**config.mk**
```make
export PLATFORM = sky130hd
export DESIGN_NAME = deque_with_ordered_dump_core
export DESIGN_NICKNAME = d
export VERILOG_FILES = /design/src/hw/rtl/dqod_pkg.sv /design/src/hw/rtl/deque_with_ordered_dump_core.sv /design/src/hw/rtl/dqod_mem.sv /design/src/hw/rtl/dqod_ctrl.sv
export SDC_FILE = /design/constraint.sdc
export NUM_CORES = 1
export LEC_CHECK = 0
export BUFFER_PORTS_ARGS = -buffer_cell sky130_fd_sc_hd__clkbuf_2
export CAP_MARGIN = 30
export CELL_PAD_IN_SITES_DETAIL_PLACEMENT = 0
export CELL_PAD_IN_SITES_GLOBAL_PLACEMENT = 1
export CORE_ASPECT_RATIO = 0.5
export CORE_MARGIN = 4
export CORE_UTILIZATION = 50
export DETAILED_ROUTE_END_ITERATION = 7
export PLACE_DENSITY = 0.85
export SYNTH_ARGS = -nofsm -noshare
export SYNTH_HDL_FRONTEND = slang
export SYNTH_SLANG_ARGS = --single-unit
```
**constraint.sdc**
```tcl
create_clock -name clk -period 6.3 [get_ports clk]
set_input_delay 0.315 -clock clk [delete_from_list [all_inputs] [get_ports clk]]
set_output_delay 0.315 -clock clk [all_outputs]
set_load 0.01 [all_outputs]
```
**src/hw/rtl/dqod_pkg.sv**
```systemverilog
// Shared types and constants for the double-ended queue with ordered dump.
package dqod_pkg;

  localparam int CAPACITY_DEF = 16;
  localparam int VALUE_W      = 32;
  localparam int ENTRY_W      = 5;

  typedef enum logic [2:0] {
    CMD_PUSH_FRONT = 3'd0,
    CMD_PUSH_BACK  = 3'd1,
    CMD_POP_FRONT  = 3'd2,
    CMD_POP_BACK   = 3'd3,
    CMD_DUMP_FWD   = 3'd4,
    CMD_DUMP_BWD   = 3'd5,
    CMD_COUNT      = 3'd6,
    CMD_DUMP_BOTH  = 3'd7
  } cmd_t;

  typedef enum logic [1:0] {
    STS_OK    = 2'd0,
    STS_EMPTY = 2'd1,
    STS_FULL  = 2'd2
  } status_t;

  typedef enum logic {
    ST_IDLE = 1'b0,
    ST_DUMP = 1'b1
  } state_t;

  typedef struct packed {
    cmd_t                       command;
    logic signed [VALUE_W-1:0]  value;
  } in_item_t;

  typedef struct packed {
    logic signed [VALUE_W-1:0]  value_out;
    status_t                    status;
    logic [ENTRY_W-1:0]         entry_count;
    logic                       last;
  } out_item_t;

endpackage

```
**src/hw/rtl/deque_with_ordered_dump_core.sv**
```systemverilog
// Top level of the bounded double-ended queue with ordered dump.
// A request is taken when start is high and busy is low. Push, pop and count
// requests give one result on the cycle after acceptance and leave busy low, so
// one such request can be taken every cycle. A dump of N held entries keeps busy
// high while it issues N reads (2*N for dump-both), one read of the entry store's
// single read port per cycle; its results follow the registered dump state and the
// store's registered read data, one per cycle, with last set on the final one, and
// busy falls in the cycle after the final read is issued. A dump, pop or push that
// finds the queue empty or full gives a single status result. Results are shown on
// out_data for one cycle under out_strobe and the receiver cannot stall them.
module deque_with_ordered_dump_core
  import dqod_pkg::*;
#(
  parameter int CAPACITY = CAPACITY_DEF
) (
  input  logic      clk,
  input  logic      rst_n,
  input  logic      start,
  output logic      busy,
  input  in_item_t  in_data,
  output logic      out_strobe,
  output out_item_t out_data
);

  localparam int PTR_W = $clog2(CAPACITY);

  logic                      wr_en;
  logic [PTR_W-1:0]          wr_addr;
  logic signed [VALUE_W-1:0] wr_data;
  logic [PTR_W-1:0]          rd_addr;
  logic signed [VALUE_W-1:0] rd_data;

  dqod_ctrl #(
    .CAPACITY (CAPACITY)
  ) u_ctrl (
    .clk        (clk),
    .rst_n      (rst_n),
    .start      (start),
    .busy       (busy),
    .in_data    (in_data),
    .out_strobe (out_strobe),
    .out_data   (out_data),
    .wr_en      (wr_en),
    .wr_addr    (wr_addr),
    .wr_data    (wr_data),
    .rd_addr    (rd_addr),
    .rd_data    (rd_data)
  );

  dqod_mem #(
    .DEPTH (CAPACITY)
  ) u_mem (
    .clk     (clk),
    .wr_en   (wr_en),
    .wr_addr (wr_addr),
    .wr_data (wr_data),
    .rd_addr (rd_addr),
    .rd_data (rd_data)
  );

endmodule

```
**src/hw/rtl/dqod_mem.sv**
```systemverilog
// Entry store: one write port and one read port with registered read data.
module dqod_mem
  import dqod_pkg::*;
#(
  parameter int DEPTH = CAPACITY_DEF,
  parameter int ADDR_W = $clog2(DEPTH)
) (
  input  logic                      clk,
  input  logic                      wr_en,
  input  logic [ADDR_W-1:0]         wr_addr,
  input  logic signed [VALUE_W-1:0] wr_data,
  input  logic [ADDR_W-1:0]         rd_addr,
  output logic signed [VALUE_W-1:0] rd_data
);

  logic signed [VALUE_W-1:0] mem [DEPTH];
  logic signed [VALUE_W-1:0] rd_data_r;

  always_ff @(posedge clk) begin
    if (wr_en) begin
      mem[wr_addr] <= wr_data;
    end
  end

  always_ff @(posedge clk) begin
    rd_data_r <= mem[rd_addr];
  end

  assign rd_data = rd_data_r;

endmodule

```
**src/hw/rtl/dqod_ctrl.sv**
```systemverilog
// Command sequencer: ring pointers, occupancy, dump read sequencing and results.
module dqod_ctrl
  import dqod_pkg::*;
#(
  parameter int CAPACITY = CAPACITY_DEF,
  parameter int PTR_W = $clog2(CAPACITY),
  parameter int CNT_W = $clog2(CAPACITY + 1)
) (
  input  logic                      clk,
  input  logic                      rst_n,
  input  logic                      start,
  output logic                      busy,
  input  in_item_t                  in_data,
  output logic                      out_strobe,
  output out_item_t                 out_data,
  output logic                      wr_en,
  output logic [PTR_W-1:0]          wr_addr,
  output logic signed [VALUE_W-1:0] wr_data,
  output logic [PTR_W-1:0]          rd_addr,
  input  logic signed [VALUE_W-1:0] rd_data
);

  localparam logic [PTR_W-1:0] LAST_IDX = PTR_W'(CAPACITY - 1);
  localparam logic [CNT_W-1:0] FULL_CNT = CNT_W'(CAPACITY);

  function automatic logic [PTR_W-1:0] ring_add(input logic [PTR_W-1:0] base,
                                               input logic [PTR_W-1:0] off);
    logic [PTR_W:0] sum;
    sum = {1'b0, base} + {1'b0, off};
    if (sum >= (PTR_W+1)'(CAPACITY)) begin
      sum = sum - (PTR_W+1)'(CAPACITY);
    end
    return sum[PTR_W-1:0];
  endfunction

  function automatic logic [PTR_W-1:0] ring_inc(input logic [PTR_W-1:0] p);
    return (p == LAST_IDX) ? '0 : p + PTR_W'(1);
  endfunction

  function automatic logic [PTR_W-1:0] ring_dec(input logic [PTR_W-1:0] p);
    return (p == '0) ? LAST_IDX : p - PTR_W'(1);
  endfunction

  state_t           state_r, state_nxt;
  logic [PTR_W-1:0] front_r, front_nxt;
  logic [CNT_W-1:0] occ_r, occ_nxt;
  logic [PTR_W-1:0] idx_r, idx_nxt;
  logic [CNT_W-1:0] rem_r, rem_nxt;
  logic             both_r, both_nxt;
  logic             bwd_r, bwd_nxt;
  logic             simple_valid_r, simple_valid_nxt;
  status_t          status_r, status_nxt;
  logic             dump_valid_r, dump_valid_nxt;
  logic             dump_last_r, dump_last_nxt;

  logic accept;
  logic is_full;
  logic is_empty;
  logic dump_go;

  assign accept   = start && !busy;
  assign is_full  = (occ_r >= FULL_CNT);
  assign is_empty = (occ_r == '0);
  assign busy     = (state_r != ST_IDLE);

  always_comb begin
    dump_go = 1'b0;
    if (accept && !is_empty) begin
      case (in_data.command)
        CMD_DUMP_FWD, CMD_DUMP_BWD, CMD_DUMP_BOTH: dump_go = 1'b1;
        default: dump_go = 1'b0;
      endcase
    end
  end

  always_comb begin
    state_nxt = state_r;
    unique case (state_r)
      ST_IDLE: begin
        if (dump_go) begin
          state_nxt = ST_DUMP;
        end
      end
      ST_DUMP: begin
        if (rem_r == CNT_W'(1) && !both_r) begin
          state_nxt = ST_IDLE;
        end
      end
      default: state_nxt = ST_IDLE;
    endcase
  end

  always_comb begin
    front_nxt        = front_r;
    occ_nxt          = occ_r;
    idx_nxt          = idx_r;
    rem_nxt          = rem_r;
    both_nxt         = both_r;
    bwd_nxt          = bwd_r;
    simple_valid_nxt = 1'b0;
    status_nxt       = status_r;
    dump_valid_nxt   = 1'b0;
    dump_last_nxt    = dump_last_r;
    wr_en            = 1'b0;
    wr_addr          = ring_dec(front_r);
    wr_data          = in_data.value;
    unique case (state_r)
      ST_IDLE: begin
        if (accept) begin
          simple_valid_nxt = !dump_go;
          status_nxt       = STS_OK;
          unique case (in_data.command)
            CMD_PUSH_FRONT, CMD_PUSH_BACK: begin
              if (is_full) begin
                status_nxt = STS_FULL;
              end else begin
                wr_en   = 1'b1;
                occ_nxt = occ_r + CNT_W'(1);
                if (in_data.command == CMD_PUSH_FRONT) begin
                  wr_addr   = ring_dec(front_r);
                  front_nxt = ring_dec(front_r);
                end else begin
                  wr_addr = ring_add(front_r, PTR_W'(occ_r));
                end
              end
            end
            CMD_POP_FRONT, CMD_POP_BACK: begin
              if (is_empty) begin
                status_nxt = STS_EMPTY;
              end else begin
                occ_nxt = occ_r - CNT_W'(1);
                if (in_data.command == CMD_POP_FRONT) begin
                  front_nxt = ring_inc(front_r);
                end
              end
            end
            CMD_COUNT: begin
              status_nxt = STS_OK;
            end
            CMD_DUMP_FWD, CMD_DUMP_BWD, CMD_DUMP_BOTH: begin
              if (is_empty) begin
                status_nxt = STS_EMPTY;
              end else begin
                rem_nxt  = occ_r;
                both_nxt = (in_data.command == CMD_DUMP_BOTH);
                bwd_nxt  = (in_data.command != CMD_DUMP_FWD);
                if (in_data.command == CMD_DUMP_FWD) begin
                  idx_nxt = front_r;
                end else begin
                  idx_nxt = ring_add(front_r, PTR_W'(occ_r - CNT_W'(1)));
                end
              end
            end
            default: status_nxt = STS_OK;
          endcase
        end
      end
      ST_DUMP: begin
        dump_valid_nxt = 1'b1;
        dump_last_nxt  = (rem_r == CNT_W'(1)) && !both_r;
        if (rem_r == CNT_W'(1)) begin
          if (both_r) begin
            idx_nxt  = front_r;
            rem_nxt  = occ_r;
            both_nxt = 1'b0;
            bwd_nxt  = 1'b0;
          end
        end else begin
          rem_nxt = rem_r - CNT_W'(1);
          idx_nxt = bwd_r ? ring_dec(idx_r) : ring_inc(idx_r);
        end
      end
      default: begin
        dump_valid_nxt = 1'b0;
      end
    endcase
  end

  always_ff @(posedge clk) begin
    if (!rst_n) begin
      state_r        <= ST_IDLE;
      front_r        <= '0;
      occ_r          <= '0;
      simple_valid_r <= 1'b0;
      dump_valid_r   <= 1'b0;
    end else begin
      state_r        <= state_nxt;
      front_r        <= front_nxt;
      occ_r          <= occ_nxt;
      simple_valid_r <= simple_valid_nxt;
      dump_valid_r   <= dump_valid_nxt;
    end
  end

  always_ff @(posedge clk) begin
    idx_r       <= idx_nxt;
    rem_r       <= rem_nxt;
    both_r      <= both_nxt;
    bwd_r       <= bwd_nxt;
    status_r    <= status_nxt;
    dump_last_r <= dump_last_nxt;
  end

  assign rd_addr    = idx_r;
  assign out_strobe = simple_valid_r || dump_valid_r;

  always_comb begin
    out_data.value_out   = dump_valid_r ? rd_data : '0;
    out_data.status      = dump_valid_r ? STS_OK : status_r;
    out_data.entry_count = ENTRY_W'(occ_r);
    out_data.last        = dump_valid_r ? dump_last_r : 1'b1;
  end

  a_occ_bound: assert property (@(posedge clk) disable iff (!rst_n)
    occ_r <= FULL_CNT)
    else $error("occupancy exceeds capacity");

  a_one_source: assert property (@(posedge clk) disable iff (!rst_n)
    !(simple_valid_r && dump_valid_r))
    else $error("simple and dump results collide");

  a_no_write_in_dump: assert property (@(posedge clk) disable iff (!rst_n)
    wr_en |-> (state_r == ST_IDLE))
    else $error("store written during a dump");

  a_push_grows: assert property (@(posedge clk) disable iff (!rst_n)
    (accept && !is_full && (in_data.command == CMD_PUSH_FRONT ||
     in_data.command == CMD_PUSH_BACK)) |=> (occ_r == $past(occ_r) + CNT_W'(1)))
    else $error("accepted push did not raise occupancy");

  a_dump_ends_last: assert property (@(posedge clk) disable iff (!rst_n)
    ($fell(busy) && $past(state_r) == ST_DUMP) |-> (dump_valid_r && dump_last_r))
    else $error("dump finished without a final result");

endmodule
```
* Word level (Yosys, flattened, before mapping) *
Memory sizes are Yosys's and may differ from the RTL's. A register that Yosys moved wholly into a read port is not among the register bits.
Index checks and enable logic that the tools add are counted.

operators by class
  add/subtract/negate cells = 11
  $lt $le $gt $ge = 3
  equality and inequality tests = 21
  muxes and demuxes = 62
  bitwise operators = 3
  reductions and logical operators = 24

operators by type and width
  cell                                                                number
  4-bit two-way mux                                                   22
  5-bit two-way mux                                                   7
  32-bit two-way mux                                                  1
  1-bit two-way mux                                                   22
  5-bit case mux with 2 select lines                                  2
  4-bit case mux with 2 select lines                                  2
  4-bit by 1-bit subtractor with 4-bit output, second input constant  4
  5-bit greater-or-equal comparator, second input constant            3
  3-bit == test, second input constant                                4
  2-bit != test, second input constant                                6
  4-bit by 4-bit adder with 5-bit output                              2
  5-bit AND reduction                                                 2
  5-bit by 1-bit subtractor with 5-bit output, second input constant  2
  4-bit by 1-bit adder with 4-bit output, second input constant       2
  4-bit == test, second input constant                                2
  4-bit logical NOT                                                   2
  4-bit AND reduction                                                 2
  7-bit AND reduction                                                 1
  3-bit by 2-bit == test with 1-bit output, second input constant     2
  2-bit by 1-bit != test with 1-bit output, second input constant     3
  3-bit != test, second input constant                                2
  1-bit case mux with 2 select lines                                  3
  2-bit case mux with 3 select lines                                  1
  3-bit OR reduction                                                  2
  14 further kinds                                                    23

word-level totals
  register bits after elaboration = 26
  memory bits (writable) = 512
  input bits = 38
  memories kept = 1

memory list
  memory     depth  width  read ports  clocked after Yosys merged registers in  wr ports  RTL line        text
  u_mem.mem  16     32     1           1                                        1         dqod_mem.sv:16  logic signed [VALUE_W-1:0] mem [DEPTH];

* Depth between registers and ports, before layout *
  depth in word-level cells = 9
  depth in mapped cells = 10
  depth with buffers taken out = 8

* Cells and area by module *
A second synthesis with hierarchy kept.

second synthesis, totals
  cells, all modules = 1,114
  area total of the unflattened synthesis = 22,171.3 um^2

by module, submodules not included
  module     instances  cells an instance  area each (um^2)  seq. area each (um^2)
  dqod_mem   1          838                19,835.3          16,015.4
  dqod_ctrl  1          276                2,336.0           660.6

* Worst setup path before layout *
No wires, ideal clock.

  path kind = reg-to-reg
  from = register u_ctrl.occ_r[0]
  to = memory u_mem.mem[10][0] (enable)
  library setup time = 501 ps
  data arrival time = 4,699 ps
  required time = 5,799 ps
  setup slack = 1,099 ps
  cell stages (with the launch flop) = 8
  path buffers = 0
  clock period less this slack = 5,201 ps
  cells stage by stage = dfxtp_1 ha_1 inv_1 fa_1 xnor2_1 nor3_1 a21oi_1 nor4_1

between the ends
  word-level cells in the longest chain between the ends = 8
  elaborated cells on any way between the ends = 16

RTL lines
  what                                                                                                     RTL line                          text
  from (decl)                                                                                              dqod_ctrl.sv:46                   logic [CNT_W-1:0] occ_r, occ_nxt;
  from (signal assigned)                                                                                   dqod_ctrl.sv:189                  occ_r <= occ_nxt;
  4-bit by 4-bit adder with 5-bit output                                                                   dqod_ctrl.sv:29                   sum = {1'b0, base} + {1'b0, off};
  4-bit by 1-bit subtractor with 4-bit output / 5-bit greater-or-equal comparator (equally long branches)  dqod_ctrl.sv:31, dqod_ctrl.sv:30
  4-bit two-way mux                                                                                        dqod_ctrl.sv:30                   if (sum >= (PTR_W+1)'(CAPACITY)) begin
  4-bit two-way mux                                                                                        dqod_ctrl.sv:119                  if (in_data.command == CMD_PUSH_FRONT) begin
  4-bit two-way mux                                                                                        dqod_ctrl.sv:114                  if (is_full) begin
  4-bit two-way mux                                                                                        dqod_ctrl.sv:112                  unique case (in_data.command)
  4-bit two-way mux                                                                                        dqod_ctrl.sv:109                  if (accept) begin
  4-bit two-way mux                                                                                        dqod_ctrl.sv:107                  unique case (state_r)
  to (decl)                                                                                                dqod_mem.sv:16

Parallel ways exist; a longest one is shown, timed or not.

* Worst setup path in the final report *
  from = register u_ctrl.front_r[0]
  to = memory u_mem.mem[1][8] (enable)

between the ends
  word-level cells in the longest chain between the ends = 8
  elaborated cells on any way between the ends = 12

RTL lines
  what                                                                                                     RTL line                          text
  from (decl)                                                                                              dqod_ctrl.sv:45                   logic [PTR_W-1:0] front_r, front_nxt;
  from (signal assigned)                                                                                   dqod_ctrl.sv:188                  front_r <= front_nxt;
  4-bit by 4-bit adder with 5-bit output                                                                   dqod_ctrl.sv:29
  4-bit by 1-bit subtractor with 4-bit output / 5-bit greater-or-equal comparator (equally long branches)  dqod_ctrl.sv:31, dqod_ctrl.sv:30
  4-bit two-way mux                                                                                        dqod_ctrl.sv:30
  4-bit two-way mux                                                                                        dqod_ctrl.sv:119
  4-bit two-way mux                                                                                        dqod_ctrl.sv:114
  4-bit two-way mux                                                                                        dqod_ctrl.sv:112
  4-bit two-way mux                                                                                        dqod_ctrl.sv:109
  4-bit two-way mux (*)                                                                                    dqod_ctrl.sv:107

Every way passes the cells marked *; elsewhere a longest branch is shown, timed or not.

==> impl_results.html <==
<table>
<tr><th>Metric</th><th>Value</th></tr>
<tr><th colspan="2">Run status</th></tr>
<tr><td>Outcome</td><td>finished clean</td></tr>
<tr><th colspan="2">Drt</th></tr>
<tr><td>Pre-antenna DRT Iters</td><td>5</td></tr>
<tr><td>Count of routing violations after the opening detailed-route iteration</td><td>around 1300</td></tr>
<tr><td>Post-detailed-route DRC marker count</td><td>0</td></tr>
<tr><td>DRT Wirelength</td><td>between 40 and 50 mm</td></tr>
<tr><td>Detail-routed net length per standard cell</td><td>25.0 µm</td></tr>
<tr><td>Via density per instance</td><td>6.15</td></tr>
<tr><td>Routed Antenna Nets</td><td>0</td></tr>
<tr><td>Detailed-route via count</td><td>roughly 12000</td></tr>
<tr><th colspan="2">Global route</th></tr>
<tr><td>Largest net degree at the start of global routing</td><td>between 100 and 150</td></tr>
<tr><td>Initial antenna violation count</td><td>0</td></tr>
<tr><td>GRT Residual Overflow</td><td>0</td></tr>
<tr><td>Total routing resource utilization after global routing</td><td>0.196</td></tr>
<tr><td>First-pass GRT wire length</td><td>71.9 mm</td></tr>
<tr><td>Via count of the first global-routing pass</td><td>around 12000</td></tr>
<tr><th colspan="2">Power and ir drop</th></tr>
<tr><td>Part of the power in registers</td><td>0.534</td></tr>
<tr><td>Part of the power in the clock network</td><td>0.398</td></tr>
<tr><td>Comb pwr share</td><td>0.068</td></tr>
<tr><td>Internal power consumption</td><td>6.22 mW</td></tr>
<tr><td>Net switching power</td><td>1.69 mW</td></tr>
<tr><td>Peak supply drop</td><td>0.000219 V</td></tr>
<tr><td>Net Sw Frac</td><td>0.213</td></tr>
<tr><td>Pleak</td><td>8.49 nW</td></tr>
<tr><td>Cell area power density</td><td>310 nW/µm²</td></tr>
<tr><th colspan="2">Yosys</th></tr>
<tr><td>Yosys warning count</td><td>0</td></tr>
<tr><td>Count leader, synth</td><td>edfxtp_1</td></tr>
<tr><td>Synth Area in XOR/XNOR</td><td>0.00507</td></tr>
<tr><td>Synth Net Count</td><td>1236</td></tr>
<tr><td>Fraction of the mapped netlist area in simple logic gates</td><td>0.0329</td></tr>
<tr><td>Top post-synthesis cells by count</td><td>edfxtp_1, mux2i_1, mux4_2</td></tr>
<tr><td>Multiplexer area fraction after synthesis</td><td>0.140</td></tr>
<tr><td>Share of async-settable or async-resettable flops after synthesis</td><td>0</td></tr>
<tr><td>Post-Synth Adder-Cell Area</td><td>0.0101</td></tr>
<tr><td>Cell type with the highest aggregate area in the netlist</td><td>edfxtp_1</td></tr>
<tr><td>Mean instance size in the synthesized netlist</td><td>19.0 µm²</td></tr>
<tr><td>Gate count after technology mapping</td><td>1181</td></tr>
<tr><td>Number of synthesized flops with an enable pin</td><td>526</td></tr>
<tr><td>Proportion of synthesized chip area in sequential cells</td><td>0.743</td></tr>
<tr><td>Summed instance area of the synthesized netlist</td><td>22400 µm²</td></tr>
<tr><td>Share of the synthesized area in the top cell type</td><td>0.704</td></tr>
<tr><td>Distinct cell type count after synthesis</td><td>63</td></tr>
<tr><td>Synthesized-area fraction occupied by ao, oa, aoi and oai cells</td><td>0.0520</td></tr>
<tr><td>Most used flip-flop cell after synthesis</td><td>edfxtp_1</td></tr>
<tr><td>Cells taking the most area after synthesis</td><td>edfxtp_1, mux4_2, mux2i_1</td></tr>
<tr><td>Number of synthesized register bits</td><td>570</td></tr>
<tr><td>Combinational family with the most area after synthesis</td><td>multiplexers</td></tr>
<tr><th colspan="2">Clock tree</th></tr>
<tr><td>Total clock sinks</td><td>570</td></tr>
<tr><td>Number of H-tree branching levels</td><td>2</td></tr>
<tr><td>Hold-fix buffers at CTS</td><td>0</td></tr>
<tr><td>Worst-path clk slew</td><td>70 ps</td></tr>
<tr><td>Cts repair resizes</td><td>0</td></tr>
<tr><td>Maximum clock path buffer count</td><td>3</td></tr>
<tr><td>Clock Root Buffer</td><td>clkbuf_16</td></tr>
<tr><td>Number of buffers added for setup after CTS</td><td>0</td></tr>
<tr><td>CTS buffer count</td><td>49</td></tr>
<tr><td>CTS tree</td><td>done</td></tr>
<tr><td>Insertion delay of the later-clocked pin in the worst-skew pair</td><td>590 ps</td></tr>
<tr><th colspan="2">STA</th></tr>
<tr><td>Worst-case headroom to the max-slew limit</td><td>0.256</td></tr>
<tr><td>Final Setup Violations</td><td>0</td></tr>
<tr><td>Clock Skew</td><td>17.2 ps</td></tr>
<tr><td>Peak Freq</td><td>~300 MHz</td></tr>
<tr><td>Setup TNS</td><td>0 ps</td></tr>
<tr><td>Number of hold violations in the final report</td><td>0</td></tr>
<tr><td>Shortest period the worst path allows</td><td>3410 ps</td></tr>
<tr><td>Pin slew with the least headroom to its limit</td><td>1120 ps</td></tr>
<tr><td>RSZ-0062 raised after global routing</td><td>false</td></tr>
<tr><td>Pins over their slew limit</td><td>0</td></tr>
<tr><td>Final cycle utilization of the critical path</td><td>0.541</td></tr>
<tr><th colspan="2">Floorplan</th></tr>
<tr><td>Effective utilization at floorplan</td><td>0.510</td></tr>
<tr><td>Height of the die</td><td>around 160 µm</td></tr>
<tr><td>Std-Cell Core Area</td><td>between 40000 and 50000 µm²</td></tr>
<tr><td>Die footprint</td><td>48500 µm²</td></tr>
<tr><td>Number of top-level pins</td><td>80</td></tr>
<tr><td>Row cnt</td><td>54</td></tr>
<tr><td>Die width</td><td>308 µm</td></tr>
<tr><th colspan="2">Setup path</th></tr>
<tr><td>Critical Path AT</td><td>3690 ps</td></tr>
<tr><td>Flop-to-flop setup slack</td><td>2890 ps</td></tr>
<tr><td>CP Cell Sequence</td><td>ha_1 -&gt; inv_1 -&gt; fa_1 -&gt; xnor2_1 -&gt; nor3_1 -&gt; nand3_1 -&gt; a21oi_4 -&gt; buf_16</td></tr>
<tr><td>CP max stage cell</td><td>a21oi_4</td></tr>
<tr><td>Reg2Reg Capture Point</td><td>u_mem.mem[1][8]</td></tr>
<tr><td>Number of cells on the worst reg-to-reg path</td><td>8</td></tr>
<tr><td>Worst R2R Start</td><td>u_ctrl.front_r[0]</td></tr>
<tr><td>Maximum cell stage delay along the critical path</td><td>660 ps</td></tr>
<tr><td>Setup CP Type</td><td>reg2reg</td></tr>
<tr><td>Critical path launch point type</td><td>flip-flop</td></tr>
<tr><td>Kind of capture point of the worst setup path</td><td>flip-flop</td></tr>
<tr><td>Worst Path Required</td><td>between 6000 and 7000 ps</td></tr>
<tr><td>Largest fanout on the critical path</td><td>20</td></tr>
<tr><th colspan="2">Flow run</th></tr>
<tr><td>Max capacitance violation total</td><td>0</td></tr>
<tr><th colspan="2">Placed design</th></tr>
<tr><td>Gp weighted congestion</td><td>0.809</td></tr>
<tr><td>Instance area at placement</td><td>23800 µm²</td></tr>
<tr><td>Sum of net half-perimeters after detailed placement</td><td>about 27 mm</td></tr>
<tr><td># port buffers</td><td>between 70 and 80</td></tr>
<tr><th colspan="2">Worst hold path</th></tr>
<tr><td>Instance count along the most critical hold path</td><td>2</td></tr>
<tr><td>Source of the worst hold timing path</td><td>rst_n</td></tr>
<tr><td>Path class of the lowest-slack min-delay path</td><td>in2reg</td></tr>
<tr><td>Sink of the worst hold path</td><td>u_ctrl.dump_valid_r</td></tr>
<tr><th colspan="2">Cells and area</th></tr>
<tr><td>Number of inserted filler cells in the final layout</td><td>3053</td></tr>
<tr><td>Ant. Diodes</td><td>0</td></tr>
<tr><td>Total non-filler cell area in the finished layout</td><td>25500 µm²</td></tr>
<tr><td>Area growth from synthesis to final layout</td><td>13.6%</td></tr>
<tr><td>Net count, final</td><td>1332</td></tr>
<tr><td>Fraction of final layout cells with drive strength greater than 1</td><td>0.238</td></tr>
</table>
[flip-flops by register name (all words and copies together), names as in the netlist]
name	count
u_ctrl.front_r	4
u_ctrl.rem_r	5
u_ctrl.bwd_r	1
u_ctrl.occ_r	5
u_ctrl.simple_valid_r	1
u_ctrl.both_r	1
u_ctrl.busy	1
u_mem.mem	512
u_ctrl.status_r	2
u_ctrl.dump_valid_r	1
u_ctrl.dump_last_r	1
u_ctrl.rd_addr	4
u_mem.rd_data	32
[cells in the final DEF (no fill, tap or decap), types with 9 or more instances in the layout]
cell / instances
clkbuf_16: 50
buf_4: 27
edfxtp_1: 526
o21ai_0: 55
mux4_2: 95
ha_1: 15
a22oi_1: 28
nor3_1: 9
inv_1: 18
mux2i_1: 101
nand2_1: 13
a32oi_1: 27
nor2_1: 12
dfxtp_1: 44
a21oi_1: 12
and2_1: 36
clkinv_2: 9
clkbuf_2: 79
[worst max-delay path, delay by kind of cell, from the launching register on]
kind | cells | cell delay, ps
adder cells (fa/ha/maj) | 2 | 650
buffers and inverters | 2 | 330
flip-flops | 1 | 550
XOR/XNOR | 1 | 160
AO/OA/AOI/OAI | 1 | 660
AND/OR/NAND/NOR | 2 | 750
[power groups by stage]
| stage | Sequential (mW) | Clock (mW) | Combinational (mW) |
|---|---|---|---|
| floorplan | 4.30 | 0 | 0.347 |
| global placement | 4.30 | 0 | 0.512 |
| detailed placement | 4.31 | 0 | 0.535 |
| CTS | 4.22 | 3.19 | 0.540 |
| global route | 4.23 | 3.36 | 0.580 |
| finish | 4.22 | 3.14 | 0.538 |
[how the worst max path moves through the flow]
stage | start | endpoint | slack [ps] | cells past startpoint
after CTS | u_ctrl.front_r[0] | u_mem.mem[1][8] | 2960 | 8
final | u_ctrl.front_r[0] | u_mem.mem[1][8] | 2890 | 8
after floorplan | u_ctrl.occ_r[0] | u_mem.mem[10][0] | 1100 | 7
after detailed placement | u_ctrl.front_r[0] | u_mem.mem[1][9] | 2970 | 8
after global routing | u_ctrl.busy | u_mem.mem[1][8] | 2800 | 6
after global placement | u_ctrl.busy | u_mem.mem[0][8] | 2810 | 5
[cell families after synthesis]
logic type                 Yosys count
AOI/OAI and AO/OA                  172
xor gates and xnor gates            13
adders and majority gates           17
buffers and inverters               89
DFF                                570
muxes                              196
and+or+nand+nor                    124
[metrics by stage]
stage	hold WS (ps)	power, mW	instances	util	setup WS (ps)
global placement	572	4.81	1808	0.538	2810
floorplan	414	4.64	1181	-	1100
global route	62.0	8.17	1905	0.580	2800
detailed placement	582	4.84	1814	0.541	2970
CTS	55.2	7.95	1905	0.580	2960
finish	90.9	7.91	1905	0.580	2890
[routing by layer]
layer / wire length, µm / vias to the layer above / GRT usage
li1: - / 5025 / -
met1: 19300 / 6106 / 0.259
met2: 24100 / 513 / 0.342
met3: 3270 / 78 / 0.0326
met4: 989 / 0 / 0.0561
met5: 0 / - / 0
[area by class of cell]
| cell class | instances | area [µm²] | area share |
|---|---|---|---|
| Clock buffer | 63 | 1350 | 0.0529 |
| Clock inverter | 28 | 353 | 0.0138 |
| Inverter | 21 | 78.8 | 0.00309 |
| Multi-Input combinational cell | 522 | 5550 | 0.218 |
| Sequential cell | 570 | 16700 | 0.654 |
| Tap cell | 588 | 736 | 0.0289 |
| Timing Repair Buffer | 113 | 753 | 0.0295 |
No activity file was read; power rests on OpenSTA's default activity.
